<file path="config.mk">
export PLATFORM = sky130hd
export DESIGN_NAME = least_used_random_selector
export DESIGN_NICKNAME = d
export VERILOG_FILES = /design/src/hw/rtl/lurs_pkg.sv /design/src/hw/rtl/lurs_ram.sv /design/src/hw/rtl/least_used_random_selector.sv
export SDC_FILE = /design/constraint.sdc
export NUM_CORES = 1
export LEC_CHECK = 0
export BUFFER_PORTS_ARGS = -buffer_cell sky130_fd_sc_hd__buf_2
export CAP_MARGIN = 40
export CELL_PAD_IN_SITES_DETAIL_PLACEMENT = 1
export CELL_PAD_IN_SITES_GLOBAL_PLACEMENT = 2
export CORE_MARGIN = 5
export CORE_UTILIZATION = 43
export DETAILED_ROUTE_END_ITERATION = 10
export PLACE_DENSITY_LB_ADDON = 0.2
export SYNTH_ARGS = -nofsm -noshare
export SYNTH_HDL_FRONTEND = slang
export SYNTH_HIERARCHICAL = 1
export SYNTH_SLANG_ARGS = --single-unit
</file>
<file path="constraint.sdc">
create_clock -name clk -period 10.04 [get_ports clk]
set_input_delay 2.51 -clock clk [delete_from_list [all_inputs] [get_ports clk]]
set_output_delay 2.51 -clock clk [all_outputs]
set_load 0.1 [all_outputs]
</file>
<file path="src/hw/rtl/lurs_pkg.sv">
// Shared types and constants for the least-used random selector.
// No dependencies; imported by the selector top level.
package lurs_pkg;

  // Default number of counter slots
  localparam int MAX_ENTRIES_DEF = 32;

  // Field widths fixed by the interface
  localparam int RAND_W  = 16;
  localparam int COUNT_W = 8;
  localparam int INDEX_W = 5;
  localparam int CFG_W   = 6;

  // Counter saturation value and active-count reset value
  localparam logic [COUNT_W-1:0] COUNT_MAX     = 8'hff;
  localparam logic [CFG_W-1:0]   ENTRIES_RESET = 6'd18;

  // Selector sequencer states
  typedef enum logic [2:0] {
    ST_IDLE,
    ST_SCAN,
    ST_RANK,
    ST_PICK,
    ST_WRITE
  } sel_state_t;

endpackage

</file>
<file path="src/hw/rtl/lurs_ram.sv">
// Generic single-write, single-read RAM with registered read data.
// No dependencies; holds the per-entry use counters of the selector.
module lurs_ram #(
  parameter int WIDTH = 8,
  parameter int DEPTH = 32
) (
  input  logic                     clk,
  input  logic                     wr_en,
  input  logic [$clog2(DEPTH)-1:0] wr_addr,
  input  logic [WIDTH-1:0]         wr_data,
  input  logic                     rd_en,
  input  logic [$clog2(DEPTH)-1:0] rd_addr,
  output logic [WIDTH-1:0]         rd_data
);

  logic [WIDTH-1:0] mem [DEPTH];

  // Write port and registered read port
  always_ff @(posedge clk) begin
    if (wr_en) begin
      mem[wr_addr] <= wr_data;
    end
    if (rd_en) begin
      rd_data <= mem[rd_addr];
    end
  end

endmodule

</file>
<file path="src/hw/rtl/least_used_random_selector.sv">
// Least-used entry selector with random tie break: top level.
// Depends on lurs_pkg and lurs_ram (counter storage).
//
// Each request runs over the counter RAM twice through one read port.
// With n active entries (entries_in_use, clamped to 1..min(63, MAX_ENTRIES)),
// a request is accepted, all n counters are scanned for the minimum and its
// tie count, the random word is scaled into a rank, the tied entries are
// walked in index order up to the chosen one, and the incremented counter
// is written back. The write-back also waits for as long as the previous
// result is still held on the output. The passes are serial because of the
// single RAM read port. The input is not ready while a request is in
// progress. Counters read as zero after reset through a valid bit per
// entry, so no clearing pass is needed. Only entries below 63 can ever be
// active, so storage beyond that is not built.
module least_used_random_selector #(
  parameter int MAX_ENTRIES = lurs_pkg::MAX_ENTRIES_DEF
) (
  input  logic                      clk,
  input  logic                      rst,
  // Configuration: entries_in_use
  input  logic                      cfg_wr_en,
  input  logic [lurs_pkg::CFG_W-1:0] cfg_wr_data,
  // Request stream
  input  logic                      s_tvalid,
  output logic                      s_tready,
  input  logic [15:0]               s_tdata,  // [15:0] random_value
  // Result stream
  output logic                      m_tvalid,
  input  logic                      m_tready,
  output logic [15:0]               m_tdata   // [4:0] chosen_index, [12:5] new_use_count
);

  import lurs_pkg::*;

  // Entries that can ever be active, and derived widths
  localparam int N_MAX  = (MAX_ENTRIES < 63) ? MAX_ENTRIES : 63;
  localparam int ADDR_W = $clog2(N_MAX);
  localparam int CNT_W  = $clog2(N_MAX + 1);
  localparam logic [CFG_W-1:0] N_MAX_CFG = CFG_W'(N_MAX);

  sel_state_t state, state_next;

  logic [CFG_W-1:0]   entries_in_use;
  logic [CNT_W-1:0]   n_act;
  logic [RAND_W-1:0]  rnd;
  logic [CNT_W-1:0]   idx;
  logic               rd_pend;
  logic [ADDR_W-1:0]  rd_idx;
  logic [COUNT_W-1:0] min_val;
  logic [CNT_W-1:0]   ties;
  logic [CNT_W-1:0]   rank;
  logic [CNT_W-1:0]   seen;
  logic [ADDR_W-1:0]  pick;
  logic [INDEX_W-1:0] chosen_index;
  logic [COUNT_W-1:0] new_use_count;

  logic [N_MAX-1:0]   written;
  logic               vld_q;
  logic [COUNT_W-1:0] ram_q;
  logic [COUNT_W-1:0] cur_val;
  logic [COUNT_W-1:0] upd_val;
  logic [CFG_W-1:0]   n_clamp;
  logic [RAND_W+CNT_W-1:0] prod;
  logic [ADDR_W+INDEX_W-1:0] pick_ext;

  // Sequencer controls
  logic issue;
  logic scan_done;
  logic hit;
  logic out_free;
  logic wr_en;
  logic accept;

  // Clamp the active count to 1..N_MAX
  always_comb begin
    if (entries_in_use == '0) begin
      n_clamp = CFG_W'(1);
    end else if (entries_in_use > N_MAX_CFG) begin
      n_clamp = N_MAX_CFG;
    end else begin
      n_clamp = entries_in_use;
    end
  end

  // Counter value returned by the last read; unwritten entries read as zero
  assign cur_val = vld_q ? ram_q : '0;
  assign upd_val = (min_val == COUNT_MAX) ? min_val : min_val + COUNT_W'(1);
  assign prod    = (RAND_W+CNT_W)'(rnd) * (RAND_W+CNT_W)'(ties);
  assign pick_ext = {{INDEX_W{1'b0}}, pick};
  assign accept  = s_tvalid && s_tready;

  // Output decode of the sequencer
  always_comb begin
    s_tready  = 1'b0;
    issue     = 1'b0;
    scan_done = 1'b0;
    hit       = 1'b0;
    out_free  = !m_tvalid || m_tready;
    wr_en     = 1'b0;
    case (state)
      ST_IDLE: begin
        s_tready = 1'b1;
      end
      ST_SCAN: begin
        issue     = idx < n_act;
        scan_done = (idx == n_act) && !rd_pend;
      end
      ST_PICK: begin
        issue = idx < n_act;
        hit   = rd_pend && (cur_val == min_val) && (seen == rank);
      end
      ST_WRITE: begin
        wr_en = out_free;
      end
      default: begin
        s_tready = 1'b0;
      end
    endcase
  end

  // Next-state logic
  always_comb begin
    state_next = state;
    case (state)
      ST_IDLE:  if (accept) state_next = ST_SCAN;
      ST_SCAN:  if (scan_done) state_next = ST_RANK;
      ST_RANK:  state_next = ST_PICK;
      ST_PICK:  if (hit) state_next = ST_WRITE;
      ST_WRITE: if (out_free) state_next = ST_IDLE;
      default:  state_next = ST_IDLE;
    endcase
  end

  // Control registers
  always_ff @(posedge clk) begin
    if (rst) begin
      state          <= ST_IDLE;
      entries_in_use <= ENTRIES_RESET;
      written        <= '0;
      m_tvalid       <= 1'b0;
      rd_pend        <= 1'b0;
    end else begin
      state   <= state_next;
      rd_pend <= issue;
      if (cfg_wr_en) begin
        entries_in_use <= cfg_wr_data;
      end
      if (wr_en) begin
        written[pick] <= 1'b1;
      end
      // Drop the result on transfer, raise it on write-back
      if (wr_en) begin
        m_tvalid <= 1'b1;
      end else if (m_tready) begin
        m_tvalid <= 1'b0;
      end
    end
  end

  // Datapath registers
  always_ff @(posedge clk) begin
    if (issue) begin
      vld_q  <= written[idx[ADDR_W-1:0]];
      rd_idx <= idx[ADDR_W-1:0];
      idx    <= idx + CNT_W'(1);
    end
    case (state)
      ST_IDLE: begin
        if (accept) begin
          rnd     <= s_tdata[RAND_W-1:0];
          n_act   <= n_clamp[CNT_W-1:0];
          idx     <= '0;
          min_val <= COUNT_MAX;
          ties    <= '0;
        end
      end
      ST_SCAN: begin
        // Track the minimum and how many entries hold it
        if (rd_pend) begin
          if (cur_val < min_val) begin
            min_val <= cur_val;
            ties    <= CNT_W'(1);
          end else if (cur_val == min_val) begin
            ties <= ties + CNT_W'(1);
          end
        end
      end
      ST_RANK: begin
        rank <= prod[RAND_W+CNT_W-1:RAND_W];
        idx  <= '0;
        seen <= '0;
      end
      ST_PICK: begin
        // Walk tied entries in index order until the rank is reached
        if (rd_pend && (cur_val == min_val)) begin
          if (seen == rank) begin
            pick <= rd_idx;
          end else begin
            seen <= seen + CNT_W'(1);
          end
        end
      end
      ST_WRITE: begin
        if (wr_en) begin
          chosen_index  <= pick_ext[INDEX_W-1:0];
          new_use_count <= upd_val;
        end
      end
      default: begin
        rank <= rank;
      end
    endcase
  end

  assign m_tdata = {3'b000, new_use_count, chosen_index};

  // Use counter storage
  lurs_ram #(
    .WIDTH (COUNT_W),
    .DEPTH (N_MAX)
  ) u_counts (
    .clk     (clk),
    .wr_en   (wr_en),
    .wr_addr (pick),
    .wr_data (upd_val),
    .rd_en   (issue),
    .rd_addr (idx[ADDR_W-1:0]),
    .rd_data (ram_q)
  );

endmodule

</file>
Word level (Yosys, flattened, before mapping)
Memory sizes are Yosys's and may differ from the RTL's. A register that Yosys moved wholly into a read port is not among the register bits.
Cells that the tools add are included.
{"block": "word_totals", "reg_bits": 121, "latchBits": 0, "mem_bits_rw": 256, "rom_bits": 0, "in_bits": 27, "out_inout_bits": 18, "elab_cells": 106, "memories": 1}
{"name": "u_counts.mem", "depth": 32, "word_bits": 8, "rd": 1, "rd_clocked_by_memory_dff": 1, "wr": 1, "line_no": "lurs_ram.sv:16", "text": "logic [WIDTH-1:0] mem [DEPTH];"}
{"block": "op_classes", "addsub": 4, "n_mul": 1, "div_mod_pow": 0, "magnitude_cmp": 6, "eq_ne": 17, "shifts": 0, "muxes": 36, "n_bitwise": 1, "n_reduce_logical": 22}
{"operator": "$mux W6", "count": 9}
{"operator": "$mux W8", "count": 5}
{"operator": "$pmux W6 S2", "count": 3}
{"operator": "$or A32 B32 Y32", "count": 1}
{"operator": "$mul A16 B6 Y22", "count": 1}
{"operator": "$add A6 B1 Y6 const B", "count": 3}
{"operator": "$ne A2 B2 Y1 const B", "count": 8}
{"operator": "$pmux W8 S2", "count": 1}
{"operator": "$pmux W3 S5", "count": 1}
{"operator": "$eq A6 B6 Y1", "count": 2}
{"operator": "$lt A5 B6 Y1 const B", "count": 2}
{"operator": "$mux W3", "count": 4}
{"operator": "$reduce_and A4 Y1", "count": 3}
{"operator": "$mux W1", "count": 11}
{"operator": "$add A8 B1 Y8 const B", "count": 1}
{"operator": "$eq A8 B8 Y1", "count": 1}
{"operator": "$eq A8 B8 Y1 const B", "count": 1}
{"operator": "$lt A8 B8 Y1", "count": 1}
{"operator": "$eq A3 B2 Y1 const B", "count": 2}
{"operator": "$gt A6 B6 Y1 const B", "count": 1}
{"operator": "$logic_not A6 Y1", "count": 1}
{"operator": "$lt A6 B6 Y1", "count": 1}
{"operator": "$reduce_and A3 Y1", "count": 2}
{"operator": "$reduce_bool A2 Y1", "count": 3}
{"operator": "12 further kinds", "count": 19}

Depth between registers and ports, before layout
{"block": "depth", "ltp_word": 7, "mapped_depth": 16, "depth_no_buf": 14}

Hierarchy
The synthesis kept the hierarchy.
{"mod": "lurs_ram", "instances": 1, "cells_each": 417, "area_per_inst_um2": 10133.5, "seq_area_each_um2": 7927.6}
{"mod": "least_used_random_selector", "instances": 1, "cells_each": 747, "area_per_inst_um2": 7832.5, "seq_area_each_um2": 3143.0}

Worst setup path after synthesis
OpenSTA, ideal clock, no wires.
{"block": "synth_timing", "kind": "flip-flop to output port", "startpoint": "reg state[0]", "endpoint": "out s_tready", "t_arrival_ns": 2.551, "required_ns": 7.530, "path_slack_ns": 4.979, "stages_incl_launch_ff": 3, "n_path_buf": 1, "path_cell_list": "dfxtp_1 buf_2 nor3_1"}
{"block": "synth_between", "elab_chain_cells": 2}
{"item": "start, declared", "line_no": "least_used_random_selector.sv:41", "text": "sel_state_t state, state_next;"}
{"item": "start signal, assigned", "line_no": "least_used_random_selector.sv:143", "text": "state <= state_next;"}
{"item": "$logic_not A3 Y1", "line_no": "least_used_random_selector.sv:100", "text": "case (state)"}
{"item": "$mux W1", "line_no": "least_used_random_selector.sv:100"}
{"item": "end, declared", "line_no": "least_used_random_selector.sv:25", "text": "output logic s_tready,"}
No other way between the ends.

Final worst setup path
{"block": "layout_timing", "startpoint": "in m_tready", "endpoint": "mem u_counts.mem[18][2] (enable)"}
{"block": "layout_between", "elab_chain_cells": 4}
{"item": "start, declared", "line_no": "least_used_random_selector.sv:29", "text": "input logic m_tready,"}
{"item": "$logic_or A1 B1 Y1", "line_no": "least_used_random_selector.sv:98", "text": "out_free = !m_tvalid || m_tready;"}
{"item": "$mux W1", "line_no": "least_used_random_selector.sv:100"}
{"item": "named net wr_en", "line_no": "least_used_random_selector.sv:71", "text": "logic wr_en;"}
{"item": "$mux W1", "line_no": "lurs_ram.sv:20", "text": "if (wr_en) begin"}
{"item": "$mux W1 (implied by the code)", "line_no": "lurs_ram.sv:21", "text": "mem[wr_addr] <= wr_data;"}
{"item": "end, declared", "line_no": "lurs_ram.sv:16"}
The timed path passes the listed nets, and every way through them passes these cells.

==> impl_metrics.tcl <==
set metrics [dict create \
    synthesis.area_um2 17970 \
    routabilityCongestion 0.8006 \
    grt_pass1_vias 10640 \
    p_comb_frac 0.229 \
    grt_pass1_wl_um 65040 \
    synth-seq-area-share 0.6162 \
    synth.distinct_cells 53 \
    p_sw_mw 1.304 \
    setup_viol 0 \
    synth_warnings 6 \
    wirelength_um 41190 \
    synth_cells 1164 \
    grt-ovfl-total 0 \
    p_seq_frac 0.429 \
    startpoint_type "input port" \
    place_area_um2 18890 \
    post_cts_buffers 0 \
    max_freq_ghz 0.1993 \
    async_reset_ff_frac 0 \
    drive_above_1_share 0.1899 \
    p_leak_nw 7.169 \
    cp_data_required_time_ps 10230 \
    wl_per_cell_um 23.08 \
    clock_path_buffers 3 \
    antenna_cells 0 \
    finalSetupTns_ps 0 \
    pwr-share-clk 0.342 \
    antenna_found_initial 0 \
    io_buffers 41 \
    synth_edf_count 336 \
    post-synth-top-count-cell "edfxtp_1" \
    path_class "in -> reg" \
    grt_util_all_layers 0.1825 \
    worstReg2RegStart "ties[3]$_SDFFCE_PN0P_" \
    p_per_area_nw_per_um2 222.4 \
    rsz0062_at_grt "no" \
    p_int_mw 3.209 \
    max_slew_margin 0.3669 \
    clock-sinks 385 \
    clk_latency_ps 560 \
    synth.largest_area_cell "edfxtp_1" \
    tightest_slew_ps 949.6 \
    drcViolationCount 0 \
    status "completed" \
    crit_fanout 17 \
    tritoncts "yes" \
    ios 45 \
    yosys-top-cells-area "edfxtp_1 (56%), mux4_2 (11%), fa_1 (6.2%), dfxtp_1 (5.5%), ha_1 (3.1%)" \
    drtAntennaViolNets 0 \
    synth.avg_cell_area_um2 15.43 \
    pre_cts_ws_ps 4526 \
    fp.dieH_um 214.4 \
    fin_area_um2 20290 \
    synth_seq_cells 385 \
    holdWs_ps 415.8 \
    worstSetupStartpoint "m_tready" \
    nets 1349 \
    core_um2 41110 \
    maxCapViolCount 0 \
    htreeDepth 2 \
    path_clk_slew_ps 60 \
    worst_clock_skew_ps 18.45 \
    dieArea_um2 45970 \
    area_growth_syn_to_layout_pct 12.94 \
    min_period_ps 5016 \
    viasPerCell 5.510 \
    setup_slack_ps 5024 \
    die_w_um 214.4 \
    swShare 0.2890 \
    drtPass1Iterations 5 \
    post-route-period-util 0.4996 \
    rows 74 \
    ctsHoldBuffers 0 \
    hold_viol_final 0 \
    critPathArrivalTime_ps 5200 \
    grt_max_degree 67 \
    ir_drop_uv 132.4 \
    dp_hpwl_um 27200 \
    yosysTopAreaCellShare 0.5616 \
    initial_core_util 0.4370 \
    hold_class "reg -> reg" \
    drt-initial-drc-count 662 \
    synth_commonest_cells "edfxtp_1 (336), nor2_1 (110), inv_1 (94)" \
    ctsResizeCount 0 \
    vias 9836 \
    ys.flop_type "edfxtp_1" \
    cts-root-buf "clkbuf_16" \
    cts_buffers 42 \
    slew_viol_final 0 \
    crit_path_end_kind "register" \
    holdCritStartpoint "rd_idx[1]$_DFFE_PP_" \
]
[sequential cells by signal (all words and copies together), names as in the netlist, 6 cells and up]
| name | cells |
|---|---|
| n_act | 6 |
| rank | 6 |
| idx | 6 |
| new_use_count | 8 |
| min_val | 8 |
| rnd | 16 |
| ties | 6 |
| u_counts/rd_data | 8 |
| entries_in_use | 6 |
| u_counts/mem | 256 |
| seen | 6 |
| written | 32 |
[cells by family after synthesis]
family                     after synthesis  synth area share
adders and majority gates              101           0.09374
and+or+nand+nor                        315           0.09075
other                                    1         0.0002087
buffers and inverters                  140           0.03231
xor gates and xnor gates                25           0.01219
AOI/OAI and AO/OA                       91           0.03294
DFF                                    385            0.6162
muxes                                  106            0.1217
[cell type report]
class	instances	area, µm²
well taps	532	665.6
flip-flops and latches	385	11080
clock inverters	27	300.3
fillers	3990	20820
clock buffers	49	1099
inverters	94	352.8
repair buffers	57	437.9
multi-input cells	641	6359
[layer usage]
layer  up-vias  wire length [µm]  global-route usage
met5         -                 0                   0
met4         0               782             0.04295
met3        49              2351             0.03403
met2       276             19070              0.2845
met1      5112             18990              0.2694
li1       4399                 -                   -
[per-stage QoR]
step                instances  total power [mW]    util
finish                   1785             4.513  0.4936
global route             1785             4.798  0.4936
CTS                      1785             4.586  0.4936
detailed placement       1709             3.028  0.4596
global placement         1702             2.994  0.4555
floorplan                1166             2.698       -
[critical path, stage by stage]
cell      delay, ps
buf_2            70
nand2b_1        170
nand3_1         380
inv_1           630
nand3b_1        650
nor2_1          780
[worst paths after layout]
path                                                 endpoint  slack (ps)  cells after the start
worst min-delay path                        pick[1]$_DFFE_PP_         420                      0
worst max register to register              rank[5]$_DFFE_PP_        5240                     13
worst max-delay path            u_counts/mem[18][2]$_DFFE_PP_        5020                      6
worst min register to register              pick[1]$_DFFE_PP_         420                      0
[placed cells by master, fill, tap and decap left out, types with 8 or more instances in the layout]
| master | netlist | routed |
|---|---|---|
| inv_1 | 94 | 94 |
| buf_2 | 5 | 41 |
| xnor2_1 | 11 | 11 |
| nand4_1 | 8 | 8 |
| nor2b_1 | 8 | 8 |
| nand2_1 | 32 | 32 |
| mux4_2 | 89 | 89 |
| edfxtp_1 | 336 | 336 |
| nand3_1 | 18 | 18 |
| nor2_1 | 110 | 110 |
| and2_1 | 88 | 88 |
| fa_1 | 56 | 56 |
| mux2_2 | 9 | 9 |
| a21oi_1 | 43 | 42 |
| buf_4 | 9 | 9 |
| clkbuf_16 | 0 | 43 |
| or3_1 | 9 | 9 |
| dfxtp_1 | 49 | 46 |
| ha_1 | 45 | 45 |
| xor2_1 | 14 | 13 |
[power groups by stage]
stage | Clock [mW] | Sequential, mW | Combinational [mW]
after global placement | 0 | 1.98 | 1.01
after floorplan | 0 | 1.92 | 0.780
after global routing | 1.67 | 1.95 | 1.18
after detailed placement | 0 | 1.97 | 1.05
final | 1.54 | 1.94 | 1.03
after CTS | 1.58 | 1.94 | 1.06
Note: power is estimated with default switching activity, not from simulation.
